$ cat config.mk
export PLATFORM = sky130hd
export DESIGN_NAME = hex_or_raw_line_to_bytes_unit
export DESIGN_NICKNAME = d
export VERILOG_FILES = /design/src/hdl/hrb_pkg.sv /design/src/hdl/hex_or_raw_line_to_bytes_unit.sv /design/src/hdl/hrb_ram.sv /design/src/hdl/hrb_front.sv /design/src/hdl/hrb_queue.sv /design/src/hdl/hrb_back.sv
export SDC_FILE = /design/constraint.sdc
export NUM_CORES = 2
export LEC_CHECK = 0
export BUFFER_PORTS_ARGS = -buffer_cell sky130_fd_sc_hd__buf_4
export CAP_MARGIN = 5
export CORE_AREA = 2 2 521 264
export DETAILED_ROUTE_END_ITERATION = 16
export DIE_AREA = 0 0 523 266
export GPL_ROUTABILITY_DRIVEN = 1
export PLACE_DENSITY = 0.79
export SYNTH_ARGS = -nofsm -noshare
export SYNTH_HDL_FRONTEND = slang
export SYNTH_HIERARCHICAL = 1
export SYNTH_SLANG_ARGS = --single-unit
export TNS_END_PERCENT = 50
$ cat constraint.sdc
create_clock -name clk -period 23.6 [get_ports clk]
set_clock_uncertainty 0.05 [all_clocks]
set_input_delay 4.72 -clock clk [delete_from_list [all_inputs] [get_ports clk]]
set_output_delay 4.72 -clock clk [all_outputs]
set_load 0.01 [all_outputs]
$ cat src/hdl/hrb_pkg.sv
package hrb_pkg;

  // line limits and derived widths
  localparam int MAX_BYTES = 64;
  localparam int IDX_W     = (MAX_BYTES > 1) ? $clog2(MAX_BYTES) : 1;
  localparam int CNT_W     = $clog2(MAX_BYTES + 2);
  localparam int ADDR_W    = IDX_W + 1;
  localparam int RAM_DEPTH = 2 ** ADDR_W;
  localparam int Q_DEPTH   = 2;
  localparam int Q_PTR_W   = 1;
  localparam int Q_CNT_W   = 2;

  // character codes
  localparam logic [7:0] CH_TAB   = 8'h09;
  localparam logic [7:0] CH_SPACE = 8'h20;
  localparam logic [7:0] CH_COMMA = 8'h2c;
  localparam logic [7:0] CH_ZERO  = 8'h30;
  localparam logic [7:0] CH_NINE  = 8'h39;
  localparam logic [7:0] CH_COLON = 8'h3a;
  localparam logic [7:0] CH_UP_A  = 8'h41;
  localparam logic [7:0] CH_UP_E  = 8'h45;
  localparam logic [7:0] CH_UP_F  = 8'h46;
  localparam logic [7:0] CH_UP_H  = 8'h48;
  localparam logic [7:0] CH_UP_X  = 8'h58;
  localparam logic [7:0] CH_LO_A  = 8'h61;
  localparam logic [7:0] CH_LO_E  = 8'h65;
  localparam logic [7:0] CH_LO_F  = 8'h66;
  localparam logic [7:0] CH_LO_H  = 8'h68;
  localparam logic [7:0] CH_LO_I  = 8'h69;
  localparam logic [7:0] CH_LO_T  = 8'h74;
  localparam logic [7:0] CH_LO_X  = 8'h78;

  // exit word progress
  localparam logic [2:0] EXIT_DONE = 3'd4;
  localparam logic [2:0] EXIT_MISS = 3'd5;
  localparam logic [4:0] NIB_NONE  = 5'd16;

  typedef enum logic [1:0] {
    KIND_DATA  = 2'd0,
    KIND_ERROR = 2'd1,
    KIND_EXIT  = 2'd2
  } kind_t;

  typedef enum logic [3:0] {
    PH_LEAD   = 4'd0,
    PH_WANT_E = 4'd1,
    PH_WANT_X = 4'd2,
    PH_FOURTH = 4'd3,
    PH_SKIP   = 4'd4,
    PH_GAP    = 4'd5,
    PH_ZERO   = 4'd6,
    PH_PREFIX = 4'd7,
    PH_HI     = 4'd8,
    PH_AFTER  = 4'd9,
    PH_RAW    = 4'd10,
    PH_DEAD   = 4'd11
  } phase_t;

  typedef enum logic {
    BK_IDLE = 1'b0,
    BK_RUN  = 1'b1
  } bk_state_t;

  // one finished line, handed from front to back
  typedef struct packed {
    kind_t            kind;
    logic             src_hex;
    logic             bank;
    logic [CNT_W-1:0] len;
  } line_cmd_t;

  typedef struct packed {
    logic              we;
    logic [ADDR_W-1:0] addr;
    logic [7:0]        data;
  } store_wr_t;

  typedef struct packed {
    logic              re;
    logic [ADDR_W-1:0] addr;
  } store_rd_t;

  // hex digit value, NIB_NONE for anything else
  function automatic logic [4:0] nibble_of(input logic [7:0] c);
    logic [4:0] d;
    d = NIB_NONE;
    if (c >= CH_ZERO && c <= CH_NINE) begin
      d = {1'b0, c[3:0]};
    end else if ((c >= CH_LO_A && c <= CH_LO_F) || (c >= CH_UP_A && c <= CH_UP_F)) begin
      d = {1'b0, c[3:0] + 4'd9};
    end
    return d;
  endfunction

  function automatic logic [7:0] exit_char(input logic [2:0] i);
    logic [7:0] c;
    unique case (i)
      3'd0:    c = CH_LO_E;
      3'd1:    c = CH_LO_X;
      3'd2:    c = CH_LO_I;
      3'd3:    c = CH_LO_T;
      default: c = 8'h00;
    endcase
    return c;
  endfunction

endpackage

$ cat src/hdl/hex_or_raw_line_to_bytes_unit.sv
// the first result of a line passes through the line queue, the back end's command register and its output registers
// throughput: one character per cycle in while in_stall is low; results leave one per cycle within a line
// while out_stall is low, with the back end passing through its idle state between lines
// input stalls only while two finished lines still wait for, or are in, the back end,
// set by the two store banks and the two-entry line queue
// reset: synchronous, active low; clears parser, queue and output control at once,
// store contents stay undefined and need no clearing pass
module hex_or_raw_line_to_bytes_unit
  import hrb_pkg::*;
(
  input  logic       clk,
  input  logic       rst_n,
  input  logic       in_valid,
  output logic       in_stall,
  input  logic [7:0] in_char_code,
  input  logic       in_end_of_line,
  input  logic       in_no_char,
  output logic       out_valid,
  input  logic       out_stall,
  output logic [1:0] out_kind,
  output logic [7:0] out_data_byte,
  output logic       out_last
);

  logic               take;
  store_wr_t          raw_wr, hex_wr;
  store_rd_t          rd;
  logic               push, pop;
  line_cmd_t          push_cmd, q_head;
  logic               q_not_empty;
  logic [Q_CNT_W-1:0] q_count;
  logic               back_busy;
  logic [7:0]         raw_q, hex_q;
  logic [Q_CNT_W:0]   pending;

  // a bank is reused only once the earlier line that held it is gone
  assign pending  = {1'b0, q_count} + {{Q_CNT_W{1'b0}}, back_busy};
  assign in_stall = pending >= (Q_CNT_W + 1)'(Q_DEPTH);
  assign take     = in_valid & ~in_stall;

  hrb_front u_front (
    .clk         (clk),
    .rst_n       (rst_n),
    .take        (take),
    .char_code   (in_char_code),
    .end_of_line (in_end_of_line),
    .no_char     (in_no_char),
    .raw_wr      (raw_wr),
    .hex_wr      (hex_wr),
    .push        (push),
    .cmd         (push_cmd)
  );

  hrb_ram #(
    .WIDTH (8),
    .DEPTH (RAM_DEPTH)
  ) u_raw_ram (
    .clk   (clk),
    .we    (raw_wr.we),
    .waddr (raw_wr.addr),
    .wdata (raw_wr.data),
    .re    (rd.re),
    .raddr (rd.addr),
    .rdata (raw_q)
  );

  hrb_ram #(
    .WIDTH (8),
    .DEPTH (RAM_DEPTH)
  ) u_hex_ram (
    .clk   (clk),
    .we    (hex_wr.we),
    .waddr (hex_wr.addr),
    .wdata (hex_wr.data),
    .re    (rd.re),
    .raddr (rd.addr),
    .rdata (hex_q)
  );

  hrb_queue u_queue (
    .clk       (clk),
    .rst_n     (rst_n),
    .push      (push),
    .push_cmd  (push_cmd),
    .pop       (pop),
    .not_empty (q_not_empty),
    .head      (q_head),
    .count     (q_count)
  );

  hrb_back u_back (
    .clk           (clk),
    .rst_n         (rst_n),
    .q_not_empty   (q_not_empty),
    .q_head        (q_head),
    .pop           (pop),
    .rd            (rd),
    .raw_q         (raw_q),
    .hex_q         (hex_q),
    .busy          (back_busy),
    .out_valid     (out_valid),
    .out_stall     (out_stall),
    .out_kind      (out_kind),
    .out_data_byte (out_data_byte),
    .out_last      (out_last)
  );

endmodule

$ cat src/hdl/hrb_ram.sv
module hrb_ram #(
  parameter int WIDTH = 8,
  parameter int DEPTH = 128
) (
  input  logic                     clk,
  input  logic                     we,
  input  logic [$clog2(DEPTH)-1:0] waddr,
  input  logic [WIDTH-1:0]         wdata,
  input  logic                     re,
  input  logic [$clog2(DEPTH)-1:0] raddr,
  output logic [WIDTH-1:0]         rdata
);

  logic [WIDTH-1:0] mem_r [DEPTH];
  logic [WIDTH-1:0] rdata_r;

  // write port
  always_ff @(posedge clk) begin
    if (we) begin
      mem_r[waddr] <= wdata;
    end
  end

  // registered read, held when not enabled
  always_ff @(posedge clk) begin
    if (re) begin
      rdata_r <= mem_r[raddr];
    end
  end

  assign rdata = rdata_r;

endmodule

$ cat src/hdl/hrb_front.sv
module hrb_front
  import hrb_pkg::*;
(
  input  logic      clk,
  input  logic      rst_n,
  input  logic      take,
  input  logic [7:0] char_code,
  input  logic      end_of_line,
  input  logic      no_char,
  output store_wr_t raw_wr,
  output store_wr_t hex_wr,
  output logic      push,
  output line_cmd_t cmd
);

  phase_t           phase_r, phase_nxt, ph_f;
  logic [CNT_W-1:0] raw_count_r, raw_count_nxt, raw_f;
  logic [CNT_W-1:0] hex_count_r, hex_count_nxt, hex_f;
  logic [3:0]       high_nibble_r, high_nibble_nxt, hn_f;
  logic             hex_error_r, hex_error_nxt, err_f;
  logic [2:0]       exit_match_r, exit_match_nxt, ex_f;
  logic             bank_r, bank_nxt;

  logic       feed;
  logic       blank, sep;
  logic [4:0] d;
  logic       hex_room;
  logic       hex_put;
  logic [7:0] hex_byte;
  logic       hex_mode;

  assign feed     = take & ~no_char;
  assign blank    = (char_code == CH_SPACE) || (char_code == CH_TAB);
  assign sep      = blank || (char_code == CH_COMMA);
  assign d        = nibble_of(char_code);
  assign hex_room = hex_count_r < CNT_W'(MAX_BYTES);

  // character parse, giving the state after this item
  always_comb begin
    ph_f     = phase_r;
    raw_f    = raw_count_r;
    hex_f    = hex_count_r;
    hn_f     = high_nibble_r;
    err_f    = hex_error_r;
    ex_f     = exit_match_r;
    hex_put  = 1'b0;
    hex_byte = 8'h00;
    if (feed) begin
      if (raw_count_r <= CNT_W'(MAX_BYTES)) begin
        raw_f = raw_count_r + CNT_W'(1);
      end
      if (!(phase_r == PH_LEAD && blank)) begin
        if (exit_match_r < EXIT_DONE && char_code == exit_char(exit_match_r)) begin
          ex_f = exit_match_r + 3'd1;
        end else begin
          ex_f = EXIT_MISS;
        end
      end
      unique case (phase_r)
        PH_LEAD: begin
          if (!blank) begin
            ph_f = (char_code == CH_LO_H || char_code == CH_UP_H) ? PH_WANT_E : PH_RAW;
          end
        end
        PH_WANT_E: begin
          ph_f = (char_code == CH_LO_E || char_code == CH_UP_E) ? PH_WANT_X : PH_RAW;
        end
        PH_WANT_X: begin
          ph_f = (char_code == CH_LO_X || char_code == CH_UP_X) ? PH_FOURTH : PH_RAW;
        end
        PH_FOURTH, PH_SKIP, PH_GAP: begin
          if (phase_r == PH_FOURTH && (char_code == CH_COLON || sep)) begin
            ph_f = PH_SKIP;
          end else if (!sep) begin
            // token start
            if (!hex_room) begin
              err_f = 1'b1;
              ph_f  = PH_DEAD;
            end else if (char_code == CH_ZERO) begin
              ph_f = PH_ZERO;
            end else if (d != NIB_NONE) begin
              hn_f = d[3:0];
              ph_f = PH_HI;
            end else begin
              err_f = 1'b1;
              ph_f  = PH_DEAD;
            end
          end
        end
        PH_ZERO: begin
          if (char_code == CH_LO_X || char_code == CH_UP_X) begin
            ph_f = PH_PREFIX;
          end else if (d != NIB_NONE) begin
            hex_put  = 1'b1;
            hex_byte = {4'h0, d[3:0]};
            ph_f     = PH_AFTER;
          end else begin
            err_f = 1'b1;
            ph_f  = PH_DEAD;
          end
        end
        PH_PREFIX: begin
          if (d != NIB_NONE) begin
            hn_f = d[3:0];
            ph_f = PH_HI;
          end else begin
            err_f = 1'b1;
            ph_f  = PH_DEAD;
          end
        end
        PH_HI: begin
          if (d != NIB_NONE) begin
            hex_put  = 1'b1;
            hex_byte = {high_nibble_r, d[3:0]};
            ph_f     = PH_AFTER;
          end else begin
            err_f = 1'b1;
            ph_f  = PH_DEAD;
          end
        end
        PH_AFTER: begin
          if (sep) begin
            ph_f = PH_GAP;
          end else begin
            err_f = 1'b1;
            ph_f  = PH_DEAD;
          end
        end
        default: begin
        end
      endcase
      if (hex_put && hex_room) begin
        hex_f = hex_count_r + CNT_W'(1);
      end
    end
  end

  // store writes into the current bank
  always_comb begin
    raw_wr.we   = feed && (raw_count_r < CNT_W'(MAX_BYTES));
    raw_wr.addr = {bank_r, raw_count_r[IDX_W-1:0]};
    raw_wr.data = char_code;
    hex_wr.we   = hex_put && hex_room;
    hex_wr.addr = {bank_r, hex_count_r[IDX_W-1:0]};
    hex_wr.data = hex_byte;
  end

  // line outcome on the end-of-line item
  assign hex_mode = (ph_f == PH_GAP) || (ph_f == PH_ZERO) || (ph_f == PH_PREFIX) ||
                    (ph_f == PH_HI) || (ph_f == PH_AFTER) || (ph_f == PH_DEAD);
  assign push     = take & end_of_line;

  always_comb begin
    cmd.bank    = bank_r;
    cmd.src_hex = 1'b0;
    cmd.len     = raw_f;
    cmd.kind    = KIND_ERROR;
    priority if (ex_f == EXIT_DONE) begin
      cmd.kind = KIND_EXIT;
    end else if (hex_mode) begin
      cmd.src_hex = 1'b1;
      cmd.len     = hex_f;
      if (err_f || ph_f == PH_ZERO || ph_f == PH_PREFIX || ph_f == PH_HI ||
          hex_f == '0) begin
        cmd.kind = KIND_ERROR;
      end else begin
        cmd.kind = KIND_DATA;
      end
    end else if (raw_f == '0 || raw_f > CNT_W'(MAX_BYTES)) begin
      cmd.kind = KIND_ERROR;
    end else begin
      cmd.kind = KIND_DATA;
    end
  end

  // per-line state returns to reset after each line
  always_comb begin
    if (push) begin
      phase_nxt       = PH_LEAD;
      raw_count_nxt   = '0;
      hex_count_nxt   = '0;
      high_nibble_nxt = 4'h0;
      hex_error_nxt   = 1'b0;
      exit_match_nxt  = 3'd0;
      bank_nxt        = ~bank_r;
    end else begin
      phase_nxt       = ph_f;
      raw_count_nxt   = raw_f;
      hex_count_nxt   = hex_f;
      high_nibble_nxt = hn_f;
      hex_error_nxt   = err_f;
      exit_match_nxt  = ex_f;
      bank_nxt        = bank_r;
    end
  end

  always_ff @(posedge clk) begin
    if (!rst_n) begin
      phase_r       <= PH_LEAD;
      raw_count_r   <= '0;
      hex_count_r   <= '0;
      high_nibble_r <= 4'h0;
      hex_error_r   <= 1'b0;
      exit_match_r  <= 3'd0;
      bank_r        <= 1'b0;
    end else begin
      phase_r       <= phase_nxt;
      raw_count_r   <= raw_count_nxt;
      hex_count_r   <= hex_count_nxt;
      high_nibble_r <= high_nibble_nxt;
      hex_error_r   <= hex_error_nxt;
      exit_match_r  <= exit_match_nxt;
      bank_r        <= bank_nxt;
    end
  end

endmodule

$ cat src/hdl/hrb_queue.sv
module hrb_queue
  import hrb_pkg::*;
(
  input  logic               clk,
  input  logic               rst_n,
  input  logic               push,
  input  line_cmd_t          push_cmd,
  input  logic               pop,
  output logic               not_empty,
  output line_cmd_t          head,
  output logic [Q_CNT_W-1:0] count
);

  line_cmd_t          mem_r [Q_DEPTH];
  logic [Q_PTR_W-1:0] wr_ptr_r, wr_ptr_nxt;
  logic [Q_PTR_W-1:0] rd_ptr_r, rd_ptr_nxt;
  logic [Q_CNT_W-1:0] count_r, count_nxt;

  // pointer and fill updates
  always_comb begin
    wr_ptr_nxt = push ? wr_ptr_r + Q_PTR_W'(1) : wr_ptr_r;
    rd_ptr_nxt = pop ? rd_ptr_r + Q_PTR_W'(1) : rd_ptr_r;
    count_nxt  = count_r + Q_CNT_W'(push) - Q_CNT_W'(pop);
  end

  always_ff @(posedge clk) begin
    if (!rst_n) begin
      wr_ptr_r <= '0;
      rd_ptr_r <= '0;
      count_r  <= '0;
    end else begin
      wr_ptr_r <= wr_ptr_nxt;
      rd_ptr_r <= rd_ptr_nxt;
      count_r  <= count_nxt;
    end
  end

  // entry storage
  always_ff @(posedge clk) begin
    if (push) begin
      mem_r[wr_ptr_r] <= push_cmd;
    end
  end

  assign not_empty = count_r != '0;
  assign head      = mem_r[rd_ptr_r];
  assign count     = count_r;

endmodule

$ cat src/hdl/hrb_back.sv
module hrb_back
  import hrb_pkg::*;
(
  input  logic       clk,
  input  logic       rst_n,
  input  logic       q_not_empty,
  input  line_cmd_t  q_head,
  output logic       pop,
  output store_rd_t  rd,
  input  logic [7:0] raw_q,
  input  logic [7:0] hex_q,
  output logic       busy,
  output logic       out_valid,
  input  logic       out_stall,
  output logic [1:0] out_kind,
  output logic [7:0] out_data_byte,
  output logic       out_last
);

  bk_state_t        state_r, state_nxt;
  line_cmd_t        cmd_r, cmd_nxt;
  logic [CNT_W-1:0] idx_r, idx_nxt;
  logic             out_valid_r, out_valid_nxt;
  kind_t            out_kind_r, out_kind_nxt;
  logic             out_last_r, out_last_nxt;
  logic             out_src_r, out_src_nxt;

  logic can_load;
  logic final_one;

  assign can_load  = ~out_valid_r | ~out_stall;
  assign final_one = (cmd_r.kind != KIND_DATA) || (idx_r + CNT_W'(1) == cmd_r.len);

  // next state
  always_comb begin
    state_nxt = state_r;
    unique case (state_r)
      BK_IDLE: begin
        if (q_not_empty) begin
          state_nxt = BK_RUN;
        end
      end
      BK_RUN: begin
        if (can_load && final_one) begin
          state_nxt = BK_IDLE;
        end
      end
      default: state_nxt = BK_IDLE;
    endcase
  end

  // pop, store reads and output register loads
  always_comb begin
    pop           = 1'b0;
    rd.re         = 1'b0;
    rd.addr       = {cmd_r.bank, idx_r[IDX_W-1:0]};
    cmd_nxt       = cmd_r;
    idx_nxt       = idx_r;
    out_valid_nxt = out_valid_r;
    out_kind_nxt  = out_kind_r;
    out_last_nxt  = out_last_r;
    out_src_nxt   = out_src_r;
    unique case (state_r)
      BK_IDLE: begin
        pop     = q_not_empty;
        cmd_nxt = q_head;
        idx_nxt = '0;
        if (can_load) begin
          out_valid_nxt = 1'b0;
        end
      end
      BK_RUN: begin
        if (can_load) begin
          rd.re         = cmd_r.kind == KIND_DATA;
          out_valid_nxt = 1'b1;
          out_kind_nxt  = cmd_r.kind;
          out_last_nxt  = final_one;
          out_src_nxt   = cmd_r.src_hex;
          idx_nxt       = idx_r + CNT_W'(1);
        end
      end
      default: begin
      end
    endcase
  end

  always_ff @(posedge clk) begin
    if (!rst_n) begin
      state_r     <= BK_IDLE;
      out_valid_r <= 1'b0;
    end else begin
      state_r     <= state_nxt;
      out_valid_r <= out_valid_nxt;
    end
  end

  always_ff @(posedge clk) begin
    cmd_r      <= cmd_nxt;
    idx_r      <= idx_nxt;
    out_kind_r <= out_kind_nxt;
    out_last_r <= out_last_nxt;
    out_src_r  <= out_src_nxt;
  end

  // result fields
  assign busy          = state_r == BK_RUN;
  assign out_valid     = out_valid_r;
  assign out_kind      = out_kind_r;
  assign out_last      = out_last_r;
  assign out_data_byte = (out_kind_r == KIND_DATA) ? (out_src_r ? hex_q : raw_q) : 8'h00;

endmodule
[Word level (Yosys, flattened, before mapping)]
Memory sizes are Yosys's and may differ from the RTL's. A register that Yosys moved wholly into a read port is not among the register bits.
Cells that the tools add are included.
Storage, ports and cells
  word-level logic and storage cells: 213
  bits in registers: 44
  memories: 3
  RAM bits: 2070
  output and inout port bits: 13
Cells by class
  reductions and logical operators: 44
  multiplexer cells: 78
  add/sub/neg operators: 10
  bitwise logic cells: 11
  equal/unequal tests: 39
  $lt $le $gt $ge: 12
Memories
  u_hex_ram.mem_r: depth 128, bits a word 8, read ports 1, clocked after memory_dff 1, write ports 1, RTL line hrb_ram.sv:14  | logic [WIDTH-1:0] mem_r [DEPTH];
  u_raw_ram.mem_r: depth 128, bits a word 8, read ports 1, clocked after memory_dff 1, write ports 1, RTL line hrb_ram.sv:14
  u_queue.mem_r: depth 2, bits a word 11, read ports 1, clocked after memory_dff 1, write ports 1, RTL line hrb_queue.sv:14  | line_cmd_t mem_r [Q_DEPTH];
Operators with widths (number)
  4-bit 2-to-1 mux: 17
  8-bit 2-to-1 mux: 7
  7-bit 2-to-1 mux: 7
  8-bit by 7-bit == test with 1-bit output (second input constant): 6
  8-bit by 6-bit == test with 1-bit output (second input constant): 4
  4-bit case mux with 8 select lines: 1
  1-bit 2-to-1 mux: 30
  4-bit by 3-bit == test with 1-bit output (second input constant): 7
  7-bit case mux with 4 select lines: 1
  7-bit by 1-bit adder with 7-bit output (second input constant): 3
  4-bit == test (second input constant): 5
  1-bit logical OR: 18
  8-bit by 7-bit >= comparator with 1-bit output (second input constant): 2
  8-bit by 7-bit less-or-equal comparator with 1-bit output (second input constant): 2
  8-bit case mux with 2 select lines: 1
  7-bit logical NOT: 2
  7-bit less-than comparator (second input constant): 2
  7-bit case mux with 2 select lines: 1
  1-bit logical AND: 10
  5-bit 2-to-1 mux: 2
  3-bit 2-to-1 mux: 3
  4-bit by 2-bit == test with 1-bit output (second input constant): 2
  8-bit by 4-bit == test with 1-bit output (second input constant): 1
  8-bit == test: 1
  other kinds (36): 59

[Longest topological paths before layout]
  depth after elaboration: 21
  gate-level depth with buffers: 11
  gate-level depth less buffers: 10

[Modules after synthesis]
The synthesis kept the hierarchy.
By module, submodules not included
  hrb_ram: area each 39745.6 um^2, instances 2, cells an instance 1635
  hrb_front: area each 2666.3 um^2, instances 1, cells an instance 340
  hrb_back: area each 1226.2 um^2, instances 1, cells an instance 98
  hrb_queue: area each 1019.7 um^2, instances 1, cells an instance 54
  hex_or_raw_line_to_bytes_unit: area each 17.5 um^2, instances 1, cells an instance 3

[Least setup slack after synthesis]
No wires, ideal clock.
  kind: input port to flip-flop
  start: input in_char_code[0]
  end: memory u_hex_ram.mem_r[0][5], data pin
  data required time: 22.337 ns
  setup time: 1.213 ns
  buffers on the path: 0
  stages: 6
  arrival: 10.817 ns
  slack: 11.520 ns
  cells stage by stage: inv_1 -> ha_1 -> o21bai_1 -> a21oi_1 -> nor2_1 -> nor3b_1
RTL lines
  start: declaration: RTL line hex_or_raw_line_to_bytes_unit.sv:15  | input logic [7:0] in_char_code,
  end: declaration: RTL line hrb_ram.sv:14

==> flow_summary.json <==
{
  "detail_route.wl_per_cell_um": 36.7,
  "grt_antenna_before_repair": 15,
  "vdd_ir_drop_max_uv": 102,
  "final_sum_of_negative_setup_slack_ps": 0,
  "worst_skew_pair.late_latency_ps": 820,
  "critical_path.endpoint_type": "register",
  "critical_path.cell_chain": "buf_4 > ha_1 > o21bai_1 > a21oi_1 > nor2_1 > nor3b_2 > buf_4 > buf_4",
  "die_w_um": 523,
  "max_stage_delay_ps": 870,
  "post_synthesis_async_set_or_reset_flop_share": 0,
  "core.rowCount": 96,
  "largest_net_degree_at_the_start_of_global_routing": 144,
  "crit_arrival_ps": 8900,
  "dp_slack_ps": 14490,
  "timing.final.setup_violations": 0,
  "synth_cell_types": 82,
  "via_per_inst": 7.23,
  "cts-htree-levels": 4,
  "p_leak_nw": 28.0,
  "fillCellCount": 7869,
  "utilization": 0.681,
  "synth_seq_cells": 2142,
  "synth_sequential_area_ratio": 0.758,
  "cpMostUsedCell": "buf_4",
  "num_ports": 27,
  "ctsRootBufferMaster": "clkbuf_16",
  "post_layout_instance_count_excluding_filler_cells": 5788,
  "count_of_synthesis_stage_warnings_from_yosys": 6,
  "yosys.area.top_type_share": 0.750,
  "cellPowerDensity_nw_per_um2": 92.0,
  "core_um2": 135000,
  "worstSetupStartpointType": "input pin",
  "cell_family_with_most_cp_delay": "buffers and inverters",
  "post-place-cells": 5462,
  "max-cap-violations": 0,
  "grt_first_pass_wirelength_um": 305000,
  "final.period_utilization": 0.358,
  "path_buf_inv": 3,
  "globalRoute.totalOverflow": 0,
  "post_route_drc": 0,
  "library_cell_contributing_the_largest_single_delay_on_the_critical_path": "nor3b_2",
  "flow.area_growth_from_synthesis_pct": 9.18,
  "post-dp-hpwl_um": 130000,
  "route.antenna.remaining_nets": 0,
  "synth.area.top_cells": "edfxtp_1 (75%), mux4_2 (18%), nor2_1 (1.3%)",
  "timing_hold_violations_final": 0,
  "tritoncts.num_buffers": 182,
  "totalWireLength_um": 213000,
  "post-cts-setup-buffer-count": 0,
  "maximum_number_of_buffers_from_clock_root_to_sink": 4,
  "drt_first_iter_violations": 7695,
  "die_area_um2": 139000,
  "grt_pass1_vias": 40300,
  "hold_path_class": "reg -> reg",
  "final_critical_path_setup_slack_ps": 15160,
  "synth_area_um2": 84400,
  "worst-path-max-fanout": 61,
  "time_the_worst_path_needs_with_i_o_delays_and_setup_ps": 8440,
  "post_synth_inst_count": 3765,
  "rsz0062_at_grt": "no",
  "cts_resized": 0,
  "clock_sink_count": 2142,
  "worst-slew-pin-transition_ps": 1310,
  "first_pass_iters": 9,
  "globalplace.congestion": 0.915,
  "fin_hold_ws_ps": 417,
  "max_freq_mhz": 118,
  "clkSlewWorstSetupHoldPaths_ps": 70,
  "drive_above_1_share": 0.273,
  "critPathRequiredTime_ps": 24060,
  "synth-main-ff-cell": "edfxtp_1",
  "start_util": 0.624,
  "critPathKind": "in -> reg",
  "global_route.usage.total": 0.313,
  "tritoncts": "built",
  "synth_fp_nets": 3794,
  "slew_violations": 0,
  "finalNetCount": 3863,
  "synth_edf_count": 2108,
  "io_buffer_count": 26,
  "syn_area_per_cell_um2": 22.4,
  "worst_slew_margin_rel": 0.127,
  "synth.largest_area_cell": "edfxtp_1",
  "outcome": "completed",
  "num_vias": 41800,
  "die_h_um": 266,
  "holdBufCountCts": 0
}
## where the power goes
group | switching, mW | internal [mW] | total, mW | leakage, nW
registers | 0.0379 | 4.18 | 4.22 | 20.0
clock network | 1.33 | 1.60 | 2.93 | 2.76
logic | 0.728 | 0.592 | 1.32 | 5.24
total | 2.10 | 6.38 | 8.48 | 28.0
## cell families (layout without fill, tap and decap cells)
family / Yosys count / in the layout / synth area share
multiplexers: 720 / 720 / 0.185
XOR/XNOR: 34 / 34 / 0.00412
other: 0 / 2 / 0
flip-flops: 2142 / 2142 / 0.758
adder cells (fa/ha/maj): 15 / 15 / 0.00222
AND/OR/NAND/NOR: 518 / 518 / 0.0278
AO/OA/AOI/OAI: 91 / 91 / 0.00854
buffers and inverters: 245 / 453 / 0.0141
## per-stage QoR
stage,instance area [um2],total power [mW]
floorplan,84400,5.25
global placement,86500,5.59
detailed placement,86500,5.60
CTS,92200,8.49
global route,92200,8.72
finish,92200,8.48
## area by class of cell
cell class | count | area (um2) | area share
flip-flops and latches | 2142 | 64000 | 0.694
multi-input cells | 1378 | 19300 | 0.210
clock buffers | 228 | 4780 | 0.0518
well taps | 1813 | 2270 | 0.0246
clock inverters | 95 | 878 | 0.00953
repair buffers | 108 | 848 | 0.00920
inverters | 22 | 82.6 | 0.000896
diodes | 2 | 5.00 | 0.0000543
## per-layer routing
layer	wire length [um]	GRT usage
met2	83900	0.388
met5	35	0
met3	42100	0.158
met4	3380	0.0498
met1	83100	0.504
## cell usage in the layout (no fill, tap or decap), types with 7 or more instances in the layout
| cell type | Yosys | final |
|---|---|---|
| edfxtp_1 | 2108 | 2108 |
| mux4_2 | 672 | 672 |
| nor2_1 | 299 | 296 |
| clkbuf_16 | 0 | 183 |
| buf_4 | 52 | 104 |
| nand2_1 | 53 | 53 |
| clkbuf_1 | 96 | 42 |
| clkinv_1 | 0 | 40 |
| nand3_1 | 36 | 35 |
| dfxtp_1 | 34 | 34 |
| nor3_1 | 33 | 29 |
| clkinv_2 | 0 | 27 |
| mux2_2 | 27 | 27 |
| inv_1 | 21 | 21 |
| mux2i_1 | 21 | 21 |
| nor2b_1 | 21 | 21 |
| bufinv_16 | 0 | 15 |
| xnor2_1 | 15 | 15 |
| xor2_1 | 15 | 15 |
| ha_1 | 15 | 15 |
| a21oi_1 | 15 | 14 |
| o21ai_0 | 13 | 13 |
| nand4_1 | 12 | 12 |
| nand2b_1 | 9 | 9 |
| a211oi_1 | 8 | 8 |
| and2_1 | 7 | 7 |
## flip-flops by register name, indices dropped and copies added, names as in the netlist, 8 cells and up, named ones only
name and count:
u_raw_ram/rdata 8, u_back/cmd_r 10, u_hex_ram/rdata 8, u_raw_ram/mem_r 1024, u_queue/mem_r 22, u_hex_ram/mem_r 1024
## worst paths after layout
kind	from	endpoint	slack, ps	cells after the start
max	in_char_code[0]	u_hex_ram/mem_r[48][6]$_DFFE_PP_	15160	8
min	u_back/cmd_r[8]$_DFFE_PN_	u_back/out_src_r$_DFFE_PP_	420	0
max reg2reg	u_back/idx_r[0]$_SDFFCE_PN0P_	u_raw_ram/rdata[5]$_DFFE_PP_	17550	8
min reg2reg	u_back/cmd_r[8]$_DFFE_PN_	u_back/out_src_r$_DFFE_PP_	420	0
## synthesized netlist by cell type (all sizes together), types with 3 or more instances
master and number:
or3 5, o211ai 4, nor2b 22, mux4 672, mux2i 21, and2 7, a21oi 15, inv 22
nor2 301, edfxtp 2108, or4 3, dfxtp 34, xor2 16, or2 5, nand2b 9, clkbuf 96
a21o 5, nand2 53, ha 15, a31oi 5, a221oi 4, nor3 33, nor4 5, buf 127
and3 6, a22oi 3, o21ai 19, a21boi 3, nand4 12, nand3 37, mux2 27, a211oi 8
xnor2 15, nor3b 6
Note: power is estimated with default switching activity, not from simulation.
